--- src/hdl/spcp_pkg.sv ---
// Shared types, constants and codes of the serial pulse command parser.
// Used by every module of the block; depends on nothing else.
`default_nettype none

package spcp_pkg;

  // Line buffer geometry.
  localparam int LineBytes  = 16;
  localparam int StoreDepth = LineBytes - 1;
  localparam int LenW       = $clog2(LineBytes);
  localparam int StIdxW     = $clog2(StoreDepth);

  // Field widths.
  localparam int ByteW   = 8;
  localparam int PulseW  = 12;
  localparam int KindW   = 3;
  localparam int CfgIdxW = 2;
  localparam int CandW   = PulseW + 1;

  // Decimal parser: magnitudes saturate at MagCap.
  localparam int             MagW   = 17;
  localparam logic [MagW-1:0] MagCap = 17'd100000;
  localparam int             PctW   = 7;
  localparam int             PctMax = 100;
  localparam int             StopLen = 4;

  // Command queue between front and back.
  localparam int QueueDepth = 2;
  localparam int QPtrW      = $clog2(QueueDepth);
  localparam int QCntW      = $clog2(QueueDepth + 1);

  // Register reset values.
  localparam logic [PulseW-1:0] MinReset   = 12'd1000;
  localparam logic [PulseW-1:0] MaxReset   = 12'd2000;
  localparam logic [PulseW-1:0] StopReset  = 12'd1000;
  // Stop width clamped into the reset range.
  localparam logic [PulseW-1:0] PulseReset = 12'd1000;

  // Character codes.
  localparam logic [ByteW-1:0] ChBs    = 8'h08;
  localparam logic [ByteW-1:0] ChTab   = 8'h09;
  localparam logic [ByteW-1:0] ChLf    = 8'h0A;
  localparam logic [ByteW-1:0] ChCr    = 8'h0D;
  localparam logic [ByteW-1:0] ChSpace = 8'h20;
  localparam logic [ByteW-1:0] ChPlus  = 8'h2B;
  localparam logic [ByteW-1:0] ChMinus = 8'h2D;
  localparam logic [ByteW-1:0] ChZero  = 8'h30;
  localparam logic [ByteW-1:0] ChNine  = 8'h39;
  localparam logic [ByteW-1:0] ChPUp   = 8'h50;
  localparam logic [ByteW-1:0] ChO     = 8'h6F;
  localparam logic [ByteW-1:0] ChP     = 8'h70;
  localparam logic [ByteW-1:0] ChS     = 8'h73;
  localparam logic [ByteW-1:0] ChT     = 8'h74;
  localparam logic [ByteW-1:0] ChDel   = 8'h7F;

  typedef enum logic [KindW-1:0] {
    EV_ECHO    = 3'd0,
    EV_ERASE   = 3'd1,
    EV_PROMPT  = 3'd2,
    EV_PULSE   = 3'd3,
    EV_INVALID = 3'd4
  } event_kind_e;

  typedef enum logic [CfgIdxW-1:0] {
    CFG_MIN  = 2'd0,
    CFG_MAX  = 2'd1,
    CFG_STOP = 2'd2
  } cfg_idx_e;

  typedef enum logic [1:0] {
    CMD_CHAR  = 2'd0,
    CMD_ERASE = 2'd1,
    CMD_EOL   = 2'd2
  } cmd_kind_e;

  typedef enum logic [1:0] {
    BK_IDLE  = 2'd0,
    BK_WALK  = 2'd1,
    BK_CALC  = 2'd2,
    BK_CLAMP = 2'd3
  } back_state_e;

  typedef enum logic [1:0] {
    PS_WS   = 2'd0,
    PS_DIG  = 2'd1,
    PS_DONE = 2'd2
  } parse_phase_e;

  typedef struct packed {
    cmd_kind_e             kind;
    logic [ByteW-1:0]      data;
  } cmd_t;

  typedef struct packed {
    logic [PulseW-1:0] min_pulse;
    logic [PulseW-1:0] max_pulse;
    logic [PulseW-1:0] stop_pulse;
  } cfg_t;

endpackage

`default_nettype wire

--- src/hdl/serial_pulse_command_parser.sv ---
// Serial pulse command parser: top level with configuration registers.
// Depends on spcp_pkg, spcp_front, spcp_queue and spcp_back.
// An accepted byte is written into the queue and then taken by the back end
// into the result register once that register is free. A line end walks the
// line buffer one character per cycle, up to the effective line length (at
// most 15), then, unless the line is blank, passes the calc and clamp states.
// Reset (rst_ni low, asynchronous) empties the line, the queue and the result
// register and loads min 1000, max 2000, stop 1000 and pulse width 1000.
`default_nettype none

module serial_pulse_command_parser (
  input  wire logic                           clk_i,
  input  wire logic                           rst_ni,
  // Received bytes. tdata: rx_byte[7:0].
  input  wire logic                           s_axis_tvalid,
  output logic                                s_axis_tready,
  input  wire logic [7:0]                     s_axis_tdata,
  // Results. tdata: echo_char[7:0], pulse_us[19:8], zero[23:20].
  output logic                                m_axis_tvalid,
  input  wire logic                           m_axis_tready,
  output logic [23:0]                         m_axis_tdata,
  // tuser: event_kind[2:0].
  output logic [2:0]                          m_axis_tuser,
  // Configuration writes; index 0 min, 1 max, 2 stop, 3 ignored.
  input  wire logic                           cfg_valid_i,
  output logic                                cfg_ready_o,
  input  wire logic [spcp_pkg::CfgIdxW-1:0]   cfg_index_i,
  input  wire logic [spcp_pkg::PulseW-1:0]    cfg_data_i
);

  // The front end only classifies each item as character, erase or line end;
  // the back end owns the line buffer and all evaluation. The queue between
  // them lets the serial side deliver up to two bytes while a line is evaluated.

  spcp_pkg::cfg_t                    cfg_q;
  logic                              q_full;
  logic                              q_push;
  logic                              q_valid;
  logic                              q_pop;
  spcp_pkg::cmd_t                    q_in;
  spcp_pkg::cmd_t                    q_out;
  spcp_pkg::event_kind_e             out_kind;
  logic [spcp_pkg::ByteW-1:0]        out_echo;
  logic [spcp_pkg::PulseW-1:0]       out_pulse;

  // Registers are always writable; the user must change them only while the
  // block is idle; the block does not enforce it. Writes never touch pulse_q.
  assign cfg_ready_o = 1'b1;

  always_ff @(posedge clk_i or negedge rst_ni) begin
    if (!rst_ni) begin
      cfg_q.min_pulse  <= spcp_pkg::MinReset;
      cfg_q.max_pulse  <= spcp_pkg::MaxReset;
      cfg_q.stop_pulse <= spcp_pkg::StopReset;
    end else if (cfg_valid_i) begin
      case (cfg_index_i)
        spcp_pkg::CFG_MIN:  cfg_q.min_pulse  <= cfg_data_i;
        spcp_pkg::CFG_MAX:  cfg_q.max_pulse  <= cfg_data_i;
        spcp_pkg::CFG_STOP: cfg_q.stop_pulse <= cfg_data_i;
        default:            cfg_q            <= cfg_q;
      endcase
    end
  end

  spcp_front u_front (
    .in_valid_i (s_axis_tvalid),
    .in_ready_o (s_axis_tready),
    .in_byte_i  (s_axis_tdata),
    .full_i     (q_full),
    .push_o     (q_push),
    .entry_o    (q_in)
  );

  spcp_queue u_queue (
    .clk_i   (clk_i),
    .rst_ni  (rst_ni),
    .push_i  (q_push),
    .entry_i (q_in),
    .full_o  (q_full),
    .valid_o (q_valid),
    .pop_i   (q_pop),
    .entry_o (q_out)
  );

  spcp_back u_back (
    .clk_i       (clk_i),
    .rst_ni      (rst_ni),
    .cmd_valid_i (q_valid),
    .cmd_ready_o (q_pop),
    .cmd_i       (q_out),
    .cfg_i       (cfg_q),
    .out_valid_o (m_axis_tvalid),
    .out_ready_i (m_axis_tready),
    .out_kind_o  (out_kind),
    .out_echo_o  (out_echo),
    .out_pulse_o (out_pulse)
  );

  assign m_axis_tdata = {4'b0000, out_pulse, out_echo};
  assign m_axis_tuser = out_kind;

endmodule

`default_nettype wire

--- src/hdl/spcp_front.sv ---
// Front end: accepts received bytes and classifies them into commands.
// Depends on spcp_pkg.
`default_nettype none

module spcp_front (
  input  wire logic                       in_valid_i,
  output logic                            in_ready_o,
  input  wire logic [spcp_pkg::ByteW-1:0] in_byte_i,
  input  wire logic                       full_i,
  output logic                            push_o,
  output spcp_pkg::cmd_t                  entry_o
);

  assign in_ready_o = !full_i;
  assign push_o     = in_valid_i && !full_i;

  always_comb begin
    entry_o.data = in_byte_i;
    if (in_byte_i inside {spcp_pkg::ChCr, spcp_pkg::ChLf}) begin
      entry_o.kind = spcp_pkg::CMD_EOL;
    end else if (in_byte_i inside {spcp_pkg::ChBs, spcp_pkg::ChDel}) begin
      entry_o.kind = spcp_pkg::CMD_ERASE;
    end else begin
      entry_o.kind = spcp_pkg::CMD_CHAR;
    end
  end

endmodule

`default_nettype wire

--- src/hdl/spcp_queue.sv ---
// Short command queue that decouples the front end from the back end.
// Depends on spcp_pkg.
`default_nettype none

module spcp_queue (
  input  wire logic           clk_i,
  input  wire logic           rst_ni,
  input  wire logic           push_i,
  input  spcp_pkg::cmd_t      entry_i,
  output logic                full_o,
  output logic                valid_o,
  input  wire logic           pop_i,
  output spcp_pkg::cmd_t      entry_o
);

  spcp_pkg::cmd_t                  mem_q [spcp_pkg::QueueDepth];
  logic [spcp_pkg::QPtrW-1:0]      wr_ptr_q, wr_ptr_d;
  logic [spcp_pkg::QPtrW-1:0]      rd_ptr_q, rd_ptr_d;
  logic [spcp_pkg::QCntW-1:0]      cnt_q, cnt_d;
  logic                            do_pop;

  assign full_o  = (cnt_q == spcp_pkg::QCntW'(spcp_pkg::QueueDepth));
  assign valid_o = (cnt_q != '0);
  assign do_pop  = pop_i && valid_o;
  assign entry_o = mem_q[rd_ptr_q];

  always_comb begin
    wr_ptr_d = wr_ptr_q;
    rd_ptr_d = rd_ptr_q;
    cnt_d    = cnt_q;
    if (push_i) begin
      wr_ptr_d = (wr_ptr_q == spcp_pkg::QPtrW'(spcp_pkg::QueueDepth - 1)) ?
                 '0 : wr_ptr_q + 1'b1;
    end
    if (do_pop) begin
      rd_ptr_d = (rd_ptr_q == spcp_pkg::QPtrW'(spcp_pkg::QueueDepth - 1)) ?
                 '0 : rd_ptr_q + 1'b1;
    end
    if (push_i && !do_pop) begin
      cnt_d = cnt_q + 1'b1;
    end else if (!push_i && do_pop) begin
      cnt_d = cnt_q - 1'b1;
    end
  end

  always_ff @(posedge clk_i or negedge rst_ni) begin
    if (!rst_ni) begin
      wr_ptr_q <= '0;
      rd_ptr_q <= '0;
      cnt_q    <= '0;
    end else begin
      wr_ptr_q <= wr_ptr_d;
      rd_ptr_q <= rd_ptr_d;
      cnt_q    <= cnt_d;
    end
  end

  always_ff @(posedge clk_i) begin
    if (push_i) begin
      mem_q[wr_ptr_q] <= entry_i;
    end
  end

endmodule

`default_nettype wire

--- src/hdl/spcp_back.sv ---
// Back end: line buffer, character-serial line evaluation and result register.
// Depends on spcp_pkg.
`default_nettype none

module spcp_back (
  input  wire logic                          clk_i,
  input  wire logic                          rst_ni,
  input  wire logic                          cmd_valid_i,
  output logic                               cmd_ready_o,
  input  spcp_pkg::cmd_t                     cmd_i,
  input  spcp_pkg::cfg_t                     cfg_i,
  output logic                               out_valid_o,
  input  wire logic                          out_ready_i,
  output spcp_pkg::event_kind_e              out_kind_o,
  output logic [spcp_pkg::ByteW-1:0]         out_echo_o,
  output logic [spcp_pkg::PulseW-1:0]        out_pulse_o
);

  localparam int MagAccW = spcp_pkg::MagW + 4;

  spcp_pkg::back_state_e               state_q, state_d;
  logic [spcp_pkg::LenW-1:0]           len_q, len_d;
  logic [spcp_pkg::LenW-1:0]           idx_q, idx_d;
  logic                                lead_q, lead_d;
  logic                                stop_q, stop_d;
  logic [2:0]                          k_q, k_d;
  logic                                pmode_q, pmode_d;
  spcp_pkg::parse_phase_e              ps_phase_q, ps_phase_d, ps_phase_nx;
  logic [spcp_pkg::MagW-1:0]           ps_mag_q, ps_mag_d, ps_mag_nx;
  logic                                ps_neg_q, ps_neg_d, ps_neg_nx;
  logic                                ok_q, ok_d;
  logic [spcp_pkg::CandW-1:0]          cand_q, cand_d;
  logic [spcp_pkg::PulseW-1:0]         pulse_q, pulse_d;
  logic                                out_valid_q, out_valid_d;
  spcp_pkg::event_kind_e               out_kind_q, out_kind_d;
  logic [spcp_pkg::ByteW-1:0]          out_echo_q, out_echo_d;
  logic [spcp_pkg::PulseW-1:0]         out_pulse_q, out_pulse_d;

  logic [spcp_pkg::ByteW-1:0]          store_q [spcp_pkg::StoreDepth];
  logic                                st_we;

  logic                                pop;
  logic [spcp_pkg::ByteW-1:0]          cur_c;
  logic                                at_end;
  logic                                is_digit;
  logic [MagAccW-1:0]                  mag_acc;
  logic                                neg_bad;
  logic                                pct_ok;
  logic                                bare_ok;
  logic [spcp_pkg::CandW-1:0]          pct_val;
  logic [spcp_pkg::PulseW-1:0]         clamped;
  logic [spcp_pkg::ByteW-1:0]          stop_exp;

  assign cmd_ready_o = (state_q == spcp_pkg::BK_IDLE) && (!out_valid_q || out_ready_i);
  assign pop         = cmd_ready_o && cmd_valid_i;

  assign out_valid_o = out_valid_q;
  assign out_kind_o  = out_kind_q;
  assign out_echo_o  = out_echo_q;
  assign out_pulse_o = out_pulse_q;

  // Current character of the walk; past the stored length it reads as zero,
  // and a zero byte ends the line.
  assign cur_c    = (idx_q < len_q) ? store_q[idx_q[spcp_pkg::StIdxW-1:0]] : '0;
  assign at_end   = (cur_c == '0);
  assign is_digit = (cur_c inside {[spcp_pkg::ChZero:spcp_pkg::ChNine]});
  assign mag_acc  = (MagAccW'(ps_mag_q) << 3) + (MagAccW'(ps_mag_q) << 1) +
                    MagAccW'(cur_c[3:0]);

  // One step of the decimal parser on the current character.
  always_comb begin
    ps_phase_nx = ps_phase_q;
    ps_mag_nx   = ps_mag_q;
    ps_neg_nx   = ps_neg_q;
    case (ps_phase_q)
      spcp_pkg::PS_WS: begin
        if (cur_c == spcp_pkg::ChSpace ||
            cur_c inside {[spcp_pkg::ChTab:spcp_pkg::ChCr]}) begin
          ps_phase_nx = spcp_pkg::PS_WS;
        end else if (cur_c inside {spcp_pkg::ChPlus, spcp_pkg::ChMinus}) begin
          ps_neg_nx   = (cur_c == spcp_pkg::ChMinus);
          ps_phase_nx = spcp_pkg::PS_DIG;
        end else if (is_digit) begin
          ps_mag_nx   = spcp_pkg::MagW'(cur_c[3:0]);
          ps_phase_nx = spcp_pkg::PS_DIG;
        end else begin
          ps_phase_nx = spcp_pkg::PS_DONE;
        end
      end
      spcp_pkg::PS_DIG: begin
        if (is_digit) begin
          ps_mag_nx = (mag_acc > MagAccW'(spcp_pkg::MagCap)) ?
                      spcp_pkg::MagCap : mag_acc[spcp_pkg::MagW-1:0];
        end else begin
          ps_phase_nx = spcp_pkg::PS_DONE;
        end
      end
      default: begin
        ps_phase_nx = ps_phase_q;
      end
    endcase
  end

  always_comb begin
    case (k_q)
      3'd1:    stop_exp = spcp_pkg::ChT;
      3'd2:    stop_exp = spcp_pkg::ChO;
      3'd3:    stop_exp = spcp_pkg::ChP;
      default: stop_exp = '0;
    endcase
  end

  // Range checks on the parsed value.
  assign neg_bad = ps_neg_q && (ps_mag_q != '0);
  assign pct_ok  = !neg_bad && (ps_mag_q <= spcp_pkg::MagW'(spcp_pkg::PctMax));
  assign bare_ok = !neg_bad &&
                   (ps_mag_q >= spcp_pkg::MagW'(cfg_i.min_pulse)) &&
                   (ps_mag_q <= spcp_pkg::MagW'(cfg_i.max_pulse));
  assign pct_val = spcp_pkg::CandW'(cfg_i.min_pulse) +
                   spcp_pkg::CandW'(ps_mag_q[spcp_pkg::PctW-1:0]) *
                   spcp_pkg::CandW'(10);

  always_comb begin
    if (cand_q < spcp_pkg::CandW'(cfg_i.min_pulse)) begin
      clamped = cfg_i.min_pulse;
    end else if (cand_q > spcp_pkg::CandW'(cfg_i.max_pulse)) begin
      clamped = cfg_i.max_pulse;
    end else begin
      clamped = cand_q[spcp_pkg::PulseW-1:0];
    end
  end

  // Next state.
  always_comb begin
    state_d = state_q;
    case (state_q)
      spcp_pkg::BK_IDLE: begin
        if (pop && cmd_i.kind == spcp_pkg::CMD_EOL) begin
          state_d = spcp_pkg::BK_WALK;
        end
      end
      spcp_pkg::BK_WALK: begin
        if (at_end) begin
          state_d = lead_q ? spcp_pkg::BK_IDLE : spcp_pkg::BK_CALC;
        end
      end
      spcp_pkg::BK_CALC: begin
        state_d = spcp_pkg::BK_CLAMP;
      end
      spcp_pkg::BK_CLAMP: begin
        state_d = spcp_pkg::BK_IDLE;
      end
      default: begin
        state_d = spcp_pkg::BK_IDLE;
      end
    endcase
  end

  // Datapath and outputs.
  always_comb begin
    len_d       = len_q;
    idx_d       = idx_q;
    lead_d      = lead_q;
    stop_d      = stop_q;
    k_d         = k_q;
    pmode_d     = pmode_q;
    ps_phase_d  = ps_phase_q;
    ps_mag_d    = ps_mag_q;
    ps_neg_d    = ps_neg_q;
    ok_d        = ok_q;
    cand_d      = cand_q;
    pulse_d     = pulse_q;
    out_valid_d = out_valid_q && !out_ready_i;
    out_kind_d  = out_kind_q;
    out_echo_d  = out_echo_q;
    out_pulse_d = out_pulse_q;
    st_we       = 1'b0;
    case (state_q)
      spcp_pkg::BK_IDLE: begin
        if (pop) begin
          case (cmd_i.kind)
            spcp_pkg::CMD_CHAR: begin
              if (len_q < spcp_pkg::LenW'(spcp_pkg::StoreDepth)) begin
                st_we       = 1'b1;
                len_d       = len_q + 1'b1;
                out_valid_d = 1'b1;
                out_kind_d  = spcp_pkg::EV_ECHO;
                out_echo_d  = cmd_i.data;
                out_pulse_d = pulse_q;
              end
            end
            spcp_pkg::CMD_ERASE: begin
              if (len_q != '0) begin
                len_d       = len_q - 1'b1;
                out_valid_d = 1'b1;
                out_kind_d  = spcp_pkg::EV_ERASE;
                out_echo_d  = '0;
                out_pulse_d = pulse_q;
              end
            end
            spcp_pkg::CMD_EOL: begin
              idx_d      = '0;
              lead_d     = 1'b1;
              stop_d     = 1'b0;
              k_d        = '0;
              pmode_d    = 1'b0;
              ps_phase_d = spcp_pkg::PS_WS;
              ps_mag_d   = '0;
              ps_neg_d   = 1'b0;
            end
            default: begin
              len_d = len_q;
            end
          endcase
        end
      end
      spcp_pkg::BK_WALK: begin
        idx_d = idx_q + 1'b1;
        if (lead_q) begin
          if (at_end) begin
            out_valid_d = 1'b1;
            out_kind_d  = spcp_pkg::EV_PROMPT;
            out_echo_d  = '0;
            out_pulse_d = pulse_q;
            len_d       = '0;
          end else if (!(cur_c inside {spcp_pkg::ChSpace, spcp_pkg::ChTab})) begin
            lead_d  = 1'b0;
            stop_d  = (cur_c == spcp_pkg::ChS);
            k_d     = 3'd1;
            pmode_d = (cur_c inside {spcp_pkg::ChP, spcp_pkg::ChPUp});
            if (!(cur_c inside {spcp_pkg::ChP, spcp_pkg::ChPUp})) begin
              ps_phase_d = ps_phase_nx;
              ps_mag_d   = ps_mag_nx;
              ps_neg_d   = ps_neg_nx;
            end
          end
        end else begin
          if (k_q < 3'(spcp_pkg::StopLen)) begin
            stop_d = stop_q && (cur_c == stop_exp);
            k_d    = k_q + 1'b1;
          end else begin
            stop_d = stop_q && at_end;
          end
          ps_phase_d = ps_phase_nx;
          ps_mag_d   = ps_mag_nx;
          ps_neg_d   = ps_neg_nx;
        end
      end
      spcp_pkg::BK_CALC: begin
        if (stop_q) begin
          ok_d   = 1'b1;
          cand_d = spcp_pkg::CandW'(cfg_i.stop_pulse);
        end else if (pmode_q) begin
          ok_d   = pct_ok;
          cand_d = pct_val;
        end else begin
          ok_d   = bare_ok;
          cand_d = ps_mag_q[spcp_pkg::CandW-1:0];
        end
      end
      spcp_pkg::BK_CLAMP: begin
        len_d       = '0;
        out_valid_d = 1'b1;
        out_echo_d  = '0;
        if (ok_q) begin
          pulse_d     = clamped;
          out_kind_d  = spcp_pkg::EV_PULSE;
          out_pulse_d = clamped;
        end else begin
          out_kind_d  = spcp_pkg::EV_INVALID;
          out_pulse_d = pulse_q;
        end
      end
      default: begin
        out_valid_d = out_valid_q;
      end
    endcase
  end

  always_ff @(posedge clk_i or negedge rst_ni) begin
    if (!rst_ni) begin
      state_q     <= spcp_pkg::BK_IDLE;
      len_q       <= '0;
      pulse_q     <= spcp_pkg::PulseReset;
      out_valid_q <= 1'b0;
    end else begin
      state_q     <= state_d;
      len_q       <= len_d;
      pulse_q     <= pulse_d;
      out_valid_q <= out_valid_d;
    end
  end

  always_ff @(posedge clk_i) begin
    idx_q       <= idx_d;
    lead_q      <= lead_d;
    stop_q      <= stop_d;
    k_q         <= k_d;
    pmode_q     <= pmode_d;
    ps_phase_q  <= ps_phase_d;
    ps_mag_q    <= ps_mag_d;
    ps_neg_q    <= ps_neg_d;
    ok_q        <= ok_d;
    cand_q      <= cand_d;
    out_kind_q  <= out_kind_d;
    out_echo_q  <= out_echo_d;
    out_pulse_q <= out_pulse_d;
  end

  always_ff @(posedge clk_i) begin
    if (st_we) begin
      store_q[len_q[spcp_pkg::StIdxW-1:0]] <= cmd_i.data;
    end
  end

  a_len_bound: assert property (@(posedge clk_i) disable iff (!rst_ni)
    len_q <= spcp_pkg::LenW'(spcp_pkg::StoreDepth))
    else $error("line length beyond buffer depth");

  a_slot_free: assert property (@(posedge clk_i) disable iff (!rst_ni)
    state_q != spcp_pkg::BK_IDLE |-> !out_valid_q)
    else $error("result register busy during line evaluation");

  a_walk_index: assert property (@(posedge clk_i) disable iff (!rst_ni)
    state_q == spcp_pkg::BK_WALK |-> idx_q <= len_q)
    else $error("walk index ran past the line");

  a_clamp_result: assert property (@(posedge clk_i) disable iff (!rst_ni)
    state_q == spcp_pkg::BK_CLAMP |=>
      out_valid_q && (out_kind_q == spcp_pkg::EV_PULSE ||
                      out_kind_q == spcp_pkg::EV_INVALID))
    else $error("line evaluation gave no command result");

endmodule

`default_nettype wire

--- config.mk ---
export PLATFORM = sky130hd
export DESIGN_NAME = serial_pulse_command_parser
export DESIGN_NICKNAME = d
export VERILOG_FILES = /design/src/hdl/spcp_pkg.sv /design/src/hdl/serial_pulse_command_parser.sv /design/src/hdl/spcp_front.sv /design/src/hdl/spcp_queue.sv /design/src/hdl/spcp_back.sv
export SDC_FILE = /design/constraint.sdc
export NUM_CORES = 1
export LEC_CHECK = 0
export BUFFER_PORTS_ARGS = -buffer_cell sky130_fd_sc_hd__buf_2
export CORE_MARGIN = 3
export CORE_UTILIZATION = 45
export DETAILED_ROUTE_END_ITERATION = 7
export SYNTH_ARGS = -nofsm -noshare
export SYNTH_HDL_FRONTEND = slang
export SYNTH_HIERARCHICAL = 1
export SYNTH_SLANG_ARGS = --single-unit
--- constraint.sdc ---
create_clock -name clk_i -period 13 [get_ports clk_i]
set_clock_uncertainty 0.2 [all_clocks]
set_input_delay 0 -clock clk_i [delete_from_list [all_inputs] [get_ports clk_i]]
set_output_delay 0 -clock clk_i [all_outputs]
set_load 0.02 [all_outputs]
After elaboration in Yosys (flattened, before gate mapping)
Memories as Yosys holds them, arrays and structs flattened. A register that Yosys moved wholly into a read port is not among the register bits.
Index checks and enable logic that the tools add are counted.
{ "totals": {"memories": 2, "latch_bits": 0, "in_bits": 27, "romBits": 0, "ramBits": 140, "ff_bits": 126, "elab_cells": 261, "output_inout_bits": 30} }
{ "op_classes": {"div": 0, "bitwise": 0, "n_reduce_logical": 49, "n_lt_le_gt_ge": 13, "eq_ne": 38, "n_mul": 1, "n_addsub": 11, "shift": 0, "muxes": 123} }
{ "memory_table": {"columns": ["name", "depth", "width", "rd", "rd_clocked_by_memory_dff", "write_ports", "line", "text"], "rows": [
  ["u_back.store_q", 15, 8, 1, 1, 1, "spcp_back.sv:39", "logic [spcp_pkg::ByteW-1:0] store_q [spcp_pkg::StoreDepth];"],
  ["u_queue.mem_q", 2, 10, 1, 0, 1, "spcp_queue.sv:16", "spcp_pkg::cmd_t mem_q [spcp_pkg::QueueDepth];"]
]} }
{ "op_table": {"columns": ["op", "n"], "rows": [
  ["17-bit two-way mux", 11],
  ["12-bit two-way mux", 9],
  ["17-bit case mux with 2 select lines", 2],
  ["8-bit two-way mux", 6],
  ["1-bit two-way mux", 38],
  ["3-bit two-way mux", 12],
  ["12-bit case mux with 3 select lines", 1],
  ["8-bit by 4-bit == test with 1-bit output, second input constant", 4],
  ["8-bit by 7-bit == test with 1-bit output, second input constant", 4],
  ["2-bit two-way mux", 16],
  ["4-bit two-way mux", 8],
  ["8-bit by 6-bit == test with 1-bit output, second input constant", 3],
  ["12-bit case mux with 2 select lines", 1],
  ["8-bit case mux with 3 select lines", 1],
  ["20-bit by 18-bit adder with 21-bit output", 1],
  ["21-bit by 4-bit adder with 21-bit output", 1],
  ["21-bit by 17-bit > comparator with 1-bit output, second input constant", 1],
  ["7-bit case mux with 3 select lines", 1],
  ["3-bit != test, second input constant", 6],
  ["6-bit AND reduction", 3],
  ["17-bit by 12-bit greater-or-equal comparator with 1-bit output", 1],
  ["17-bit by 12-bit less-or-equal comparator with 1-bit output", 1],
  ["17-bit by 7-bit less-or-equal comparator with 1-bit output, second input constant", 1],
  ["17-bit nonzero test", 1],
  ["47 further kinds", 102]
]} }

Longest topological paths before layout
{ "depth": {"word_depth": 13, "mapped_depth": 21, "mapped_depth_nobuf": 19} }

Hierarchy
Netlist, hierarchy kept.
{ "modules_own_cells": {"columns": ["module", "area_each_um2", "instances", "seq_area_each_um2", "cells_each"], "rows": [
  ["spcp_back", 12180.4, 1, 6178.4, 1033],
  ["serial_pulse_command_parser", 1423.9, 1, 923.4, 85],
  ["spcp_queue", 928.4, 1, 700.7, 47],
  ["spcp_front", 148.9, 1, 0.0, 20]
]} }

Least setup slack after synthesis
OpenSTA, ideal clock, no wires.
{ "synth_timing": {"kind": "register to register", "from": "register u_back/len_q[1] in the netlist's numbering", "to": "register u_back/ps_mag_q[11] in the netlist's numbering (data pin)", "synth_period_minus_slack_ns": 5.117, "setup_slack_ns": 7.883, "path_buffers": 2, "stages_incl_launch_ff": 20, "arrival_time_ns": 4.661, "setup_time_ns": 0.256, "required_ns": 12.544, "path_cell_list": "dfrtp_1 > inv_1 > ha_1 > a2111oi_2 > nor2_1 > a211o_1 > buf_2 > fa_1 > inv_1 > fa_1 > a21oi_1 > o21ai_0 > a2111oi_0 > nor3_1 > xnor2_1 > o311ai_1 > a211oi_2 > and2_1 > buf_2 > a22o_1"} }
{ "synth_between": {"elab_chain_cells": 13, "elab_cells_between_ends": 26, "cone_classes": "1 x add/sub; 6 x order compare; 3 x eq/ne; 12 x mux; 4 x reduce/logical"} }
{ "synth_rtl": {"columns": ["element", "line", "text"], "rows": [
  ["start: declaration", "spcp_back.sv:22", "logic [spcp_pkg::LenW-1:0] len_q, len_d;"],
  ["start signal: assignment", "spcp_back.sv:288", "len_q <= len_d;"],
  ["4-bit < comparator *", "spcp_back.sv:64", "assign cur_c = (idx_q < len_q) ? store_q[idx_q[spcp_pkg::StIdxW-1:0]] : '0;"],
  ["8-bit two-way mux *", "spcp_back.sv:64", null],
  ["branches (longest 5 deep; another with 21-bit by 4-bit adder with 21-bit output)", null, null],
  ["17-bit case mux with 2 select lines *", "spcp_back.sv:75", "case (ps_phase_q)"],
  ["17-bit two-way mux", "spcp_back.sv:231", "if (!(cur_c inside {spcp_pkg::ChP, spcp_pkg::ChPUp})) begin"],
  ["17-bit two-way mux", "spcp_back.sv:226", "end else if (!(cur_c inside {spcp_pkg::ChSpace, spcp_pkg::ChTab})) begin"],
  ["17-bit two-way mux", "spcp_back.sv:220", "if (at_end) begin"],
  ["17-bit two-way mux *", "spcp_back.sv:219", "if (lead_q) begin"],
  ["17-bit case mux with 2 select lines *", "spcp_back.sv:178", "case (state_q)"],
  ["end signal: assignment", "spcp_back.sv:301", "ps_mag_q <= ps_mag_d;"],
  ["end: declaration", "spcp_back.sv:29", "logic [spcp_pkg::MagW-1:0] ps_mag_q, ps_mag_d, ps_mag_nx;"]
]} }
Mark *: on every way between the ends. The select of a mux whose other input is x is not followed.
A chain may end at the register's enable or synchronous reset.

Final worst setup path
{ "layout_timing": {"from": "register u_back/len_q[1] in the netlist's numbering", "to": "register u_back/ps_mag_q[3] in the netlist's numbering (data pin)"} }
The elaborated chain is that of the path after synthesis.

==> flow_results.org <==
** Worst setup path
- Setup slack on the worst reg-to-reg path comes out at 6.99 ns.
- Broken down by cell family, the worst path's largest delay share belongs to compound AO/OA/AOI/OAI gates.
- Launch instance of the worst register-to-register path :: u_back/len_q[1]
- Crit-path cells :: inv_1, ha_1, a2111oi_2, nor2_1, a211o_1, fa_1, inv_1, fa_1, a21oi_1, o21ai_0, a211oi_1, o21ai_0, a211oi_1, o311ai_1, a211oi_2, and2_1, o2bb2ai_1
- Worst-path cell with the longest stage delay :: sky130_fd_sc_hd__fa_1
- Maximum fanout along the worst path :: 10
- Data arrival time at the worst-slack endpoint :: 6.19 ns
- Crit start category :: flop
- Combined buffer and inverter count along the critical path :: 2
- R2R cell count :: 17
- STA classifies the critical path endpoint as a flop.
- Crit path required time :: 13.18 ns
- The endpoint identified for the worst register-to-register timing path is u_back/ps_mag_q[3].
- Critical Setup Path Class :: reg2reg
- Maximum cell stage delay along the critical path :: 0.55 ns

** Clock tree
- TritonCTS built the clock tree.
- The clock reaches the later pin of the worst-skew pair after 0.56 ns.
- Post-CTS Setup Bufs :: 0
- The root buffer cell chosen for the clock tree is sky130_fd_sc_hd__clkbuf_16.
- CTS Sinks :: 270
- Buffers inserted during clock tree synthesis total 29.
- Buffers inserted to repair hold after CTS numbered 29.
- Post-CTS repair changed the size of 0 cells.
- The clock passes through at most 3 buffers.
- After clock tree synthesis, the clock-pin slew on the worst setup and hold paths is 0.06 ns.
- CTS built an H-tree with a depth of 1.

** Die
- The floorplan step defined a die boundary enclosing 0.0348 mm2.
- From left edge to right edge, the die measures 187 um.
- Initial core utilization :: 46.1%
- The floorplan step set the die height to 187 um.
- In this run the standard cell core region covers 0.0319 mm2.
- Boundary pin count :: 57
- Cell row count :: 65

** Logic synthesis
- Summing the sequential cell areas from Yosys gives 53.1% of the chip area.
- Warnings from Yosys :: 6
- Top cell type's share of synthesized area :: 42.3%
- By area the synthesized netlist is led by sky130_fd_sc_hd__edfxtp_1 (42%), sky130_fd_sc_hd__ha_1 (8.9%), sky130_fd_sc_hd__dfrtp_1 (6.0%), sky130_fd_sc_hd__dfstp_2 (4.3%), sky130_fd_sc_hd__mux2_2 (3.9%).
- Number of synthesized register bits :: 270
- Count of flip-flops with a built-in enable after synthesis :: 207
- Library cells used by synthesis :: 83
- Area leader, netlist :: sky130_fd_sc_hd__edfxtp_1
- Flip-flop cell with the highest count after synthesis :: sky130_fd_sc_hd__edfxtp_1
- The average instance in the mapped netlist occupies 12.4 um2.
- Mapped Area :: 0.0147 mm2
- In the synthesized netlist, the number of instances is 1185.
- Ys async rst share :: 21.9%

** Finish
- Summing all multi-input logic gate instances after layout gives 0.00631 mm2.
- Most frequent standard cell in the layout excluding fill and tap cells :: sky130_fd_sc_hd__edfxtp_1
- Most used cells in the layout excluding fill and tap cells :: sky130_fd_sc_hd__edfxtp_1 (207), sky130_fd_sc_hd__ha_1 (104), sky130_fd_sc_hd__nand2_1 (71), sky130_fd_sc_hd__nor2_1 (68), sky130_fd_sc_hd__inv_1 (62)
- Net total in the final layout :: 1387
- Synthesis-to-layout area growth :: 12.2%
- Finished Core Util :: 51.7%
- The post-route netlist has 16.6% of its cells at a drive strength greater than 1.
- The filler cells instantiated in the layout total 2803.
- In the final layout, flip-flops and latches occupy 0.00780 mm2.
- Final antenna diode count :: 0

** Placed design
- In this run the tool buffered the top-level ports with 51 buffer cells.
- Hpwl dp :: 23500 um
- Final estimated routing congestion in global placement :: 0.849

** STA
- Setup repair after global routing missed its margin :: no
- Final period util :: 46.2%
- Final worst path period need :: 6.01 ns
- Setup violations remaining at the end of the flow were counted as 0.
- Across all hold checks on the routed design, the worst slack comes to 0.0171 ns.
- Worst slew slack as a fraction of its limit :: 34.2%
- Static timing analysis puts the maximum clock frequency at 0.167 GHz.
- The final number of hold-violating endpoints was 0.
- Final slew viol count :: 0
- Slew at the pin closest to its max-slew limit :: 0.984 ns
- Setup TNS :: 0 ns

** Global route
- Wire length of the first global-routing pass :: 52700 um
- The number of global-route vias before repair is 9566.
- After global routing the overflow that remains totals 0.
- Entering global routing, the biggest net connects 60 pins.
- Global routing used 18.6% of the available tracks.
- Antenna violations before repair :: 0

** Power and ir drop
- The worst-case IR drop observed on VDD is 0.167 mV.
- Dividing total power by cell area gives a power density of 286 mW/mm2.
- For this design the static power due to leakage is 6.40 nW.

** Route
- After the first detailed-routing iteration, the DRC count stood at 614.
- Average wire length per cell after detail routing :: 19.3 um
- First-pass DRT Iterations :: 5
- The final route contains 9474 vias.
- Antenna viol nets, final :: 0
- Via-per-instance ratio :: 5.54
- Final routed wirelength across all metal layers :: 33000 um
- After detailed routing, the number of remaining DRC violations is 0.

** Worst hold path
- HP Class :: in2reg
- Hold worst-path end :: u_queue/mem_q[1][6]
- Start point of the worst hold path :: s_axis_tdata[6]
- The worst hold path was traced through 2 stages.

** Status
- The run finished with clean final reports.

** Run
- Across the run, the number of max-cap violations was 0.
-- how the worst max path moves through the flow --
stage,start,to,cells past startpoint
floorplan,u_back/len_q[1],u_back/ps_mag_q[11],19
global placement,u_back/len_q[1],u_back/ps_mag_q[2],17
detailed placement,u_back/len_q[1],u_back/ps_mag_q[3],17
CTS,u_back/len_q[1],u_back/ps_mag_q[3],17
global route,flop,u_back/ps_mag_q[6],18
finish,u_back/len_q[1],u_back/ps_mag_q[3],17
-- state kept, by name, summed over array words and instances (netlist names), 4 cells and up, named ones only --
name / count
cfg_q: 36
u_back/cand_q: 13
u_back/idx_q: 4
u_back/len_q: 4
u_back/out_echo_o: 8
u_back/out_pulse_o: 12
u_back/ps_mag_q: 17
u_back/pulse_q: 12
u_back/store_q: 120
u_queue/mem_q: 20
-- area by class of cell --
class / count / share of cell area, %
clock inverters: 7 / 0.615
multi-input cells: 797 / 38.3
clock buffers: 47 / 5.25
inverters: 64 / 1.46
well taps: 435 / 3.30
flip-flops and latches: 270 / 47.4
repair buffers: 89 / 3.72
-- power breakdown --
group	total (mW)	internal [mW]	switching, mW
clock network	0.829	0.496	0.333
registers	1.47	1.26	0.210
logic	2.42	0.965	1.46
-- worst register-to-register path, stage by stage (launching register included) --
cell and delay, ns:
sky130_fd_sc_hd__dfrtp_1 0.46, sky130_fd_sc_hd__inv_1 0.14, sky130_fd_sc_hd__ha_1 0.35, sky130_fd_sc_hd__a2111oi_2 0.53, sky130_fd_sc_hd__nor2_1 0.17, sky130_fd_sc_hd__a211o_1 0.41, sky130_fd_sc_hd__fa_1 0.55, sky130_fd_sc_hd__inv_1 0.07
sky130_fd_sc_hd__fa_1 0.46, sky130_fd_sc_hd__a21oi_1 0.19, sky130_fd_sc_hd__o21ai_0 0.16, sky130_fd_sc_hd__a211oi_1 0.47, sky130_fd_sc_hd__o21ai_0 0.17, sky130_fd_sc_hd__a211oi_1 0.26, sky130_fd_sc_hd__o311ai_1 0.18, sky130_fd_sc_hd__a211oi_2 0.40
sky130_fd_sc_hd__and2_1 0.48, sky130_fd_sc_hd__o2bb2ai_1 0.18
-- synthesized netlist by cell type, types with 23 or more instances --
cell type	number
sky130_fd_sc_hd__nand3_1	27
sky130_fd_sc_hd__ha_1	104
sky130_fd_sc_hd__dfrtp_1	35
sky130_fd_sc_hd__xnor2_1	25
sky130_fd_sc_hd__edfxtp_1	207
sky130_fd_sc_hd__o21ai_0	54
sky130_fd_sc_hd__dfstp_2	24
sky130_fd_sc_hd__a21oi_1	61
sky130_fd_sc_hd__a21o_1	23
sky130_fd_sc_hd__mux2_2	51
sky130_fd_sc_hd__nor2_1	68
sky130_fd_sc_hd__inv_1	62
sky130_fd_sc_hd__nand2_1	71
-- per-layer routing --
metal | track usage [%] | vias up | routed length, um
met1 | 24.4 | 4667 | 14800
met2 | 32.8 | 154 | 16400
li1 | - | 4598 | -
met3 | 2.01 | 55 | 870
met5 | 0 | - | 0
met4 | 5.35 | 0 | 931
-- per-stage QoR --
step / instances / setup slack (ns) / power (mW) / area [um2]
global route: 1709 / 6.58 / 5.09 / 16500
CTS: 1709 / 7.10 / 4.74 / 16500
floorplan: 1188 / 7.88 / 3.28 / 14700
global placement: 1626 / 7.30 / 3.86 / 15200
finish: 1709 / 6.99 / 4.72 / 16500
detailed placement: 1626 / 7.15 / 3.89 / 15200
-- cell families (layout without fill, tap and decap cells) --
| group | count (synthesis) | in the layout | synth area share [%] |
|---|---|---|---|
| other | 2 | 5 | 0.0512 |
| buffers and inverters | 121 | 207 | 3.98 |
| xor gates and xnor gates | 37 | 37 | 2.21 |
| adders and majority gates | 109 | 109 | 9.54 |
| muxes | 92 | 92 | 9.07 |
| AOI/OAI and AO/OA | 257 | 257 | 11.7 |
| and+or+nand+nor | 297 | 297 | 10.3 |
| DFF | 270 | 270 | 53.1 |
(Power assumes the default switching activity.)
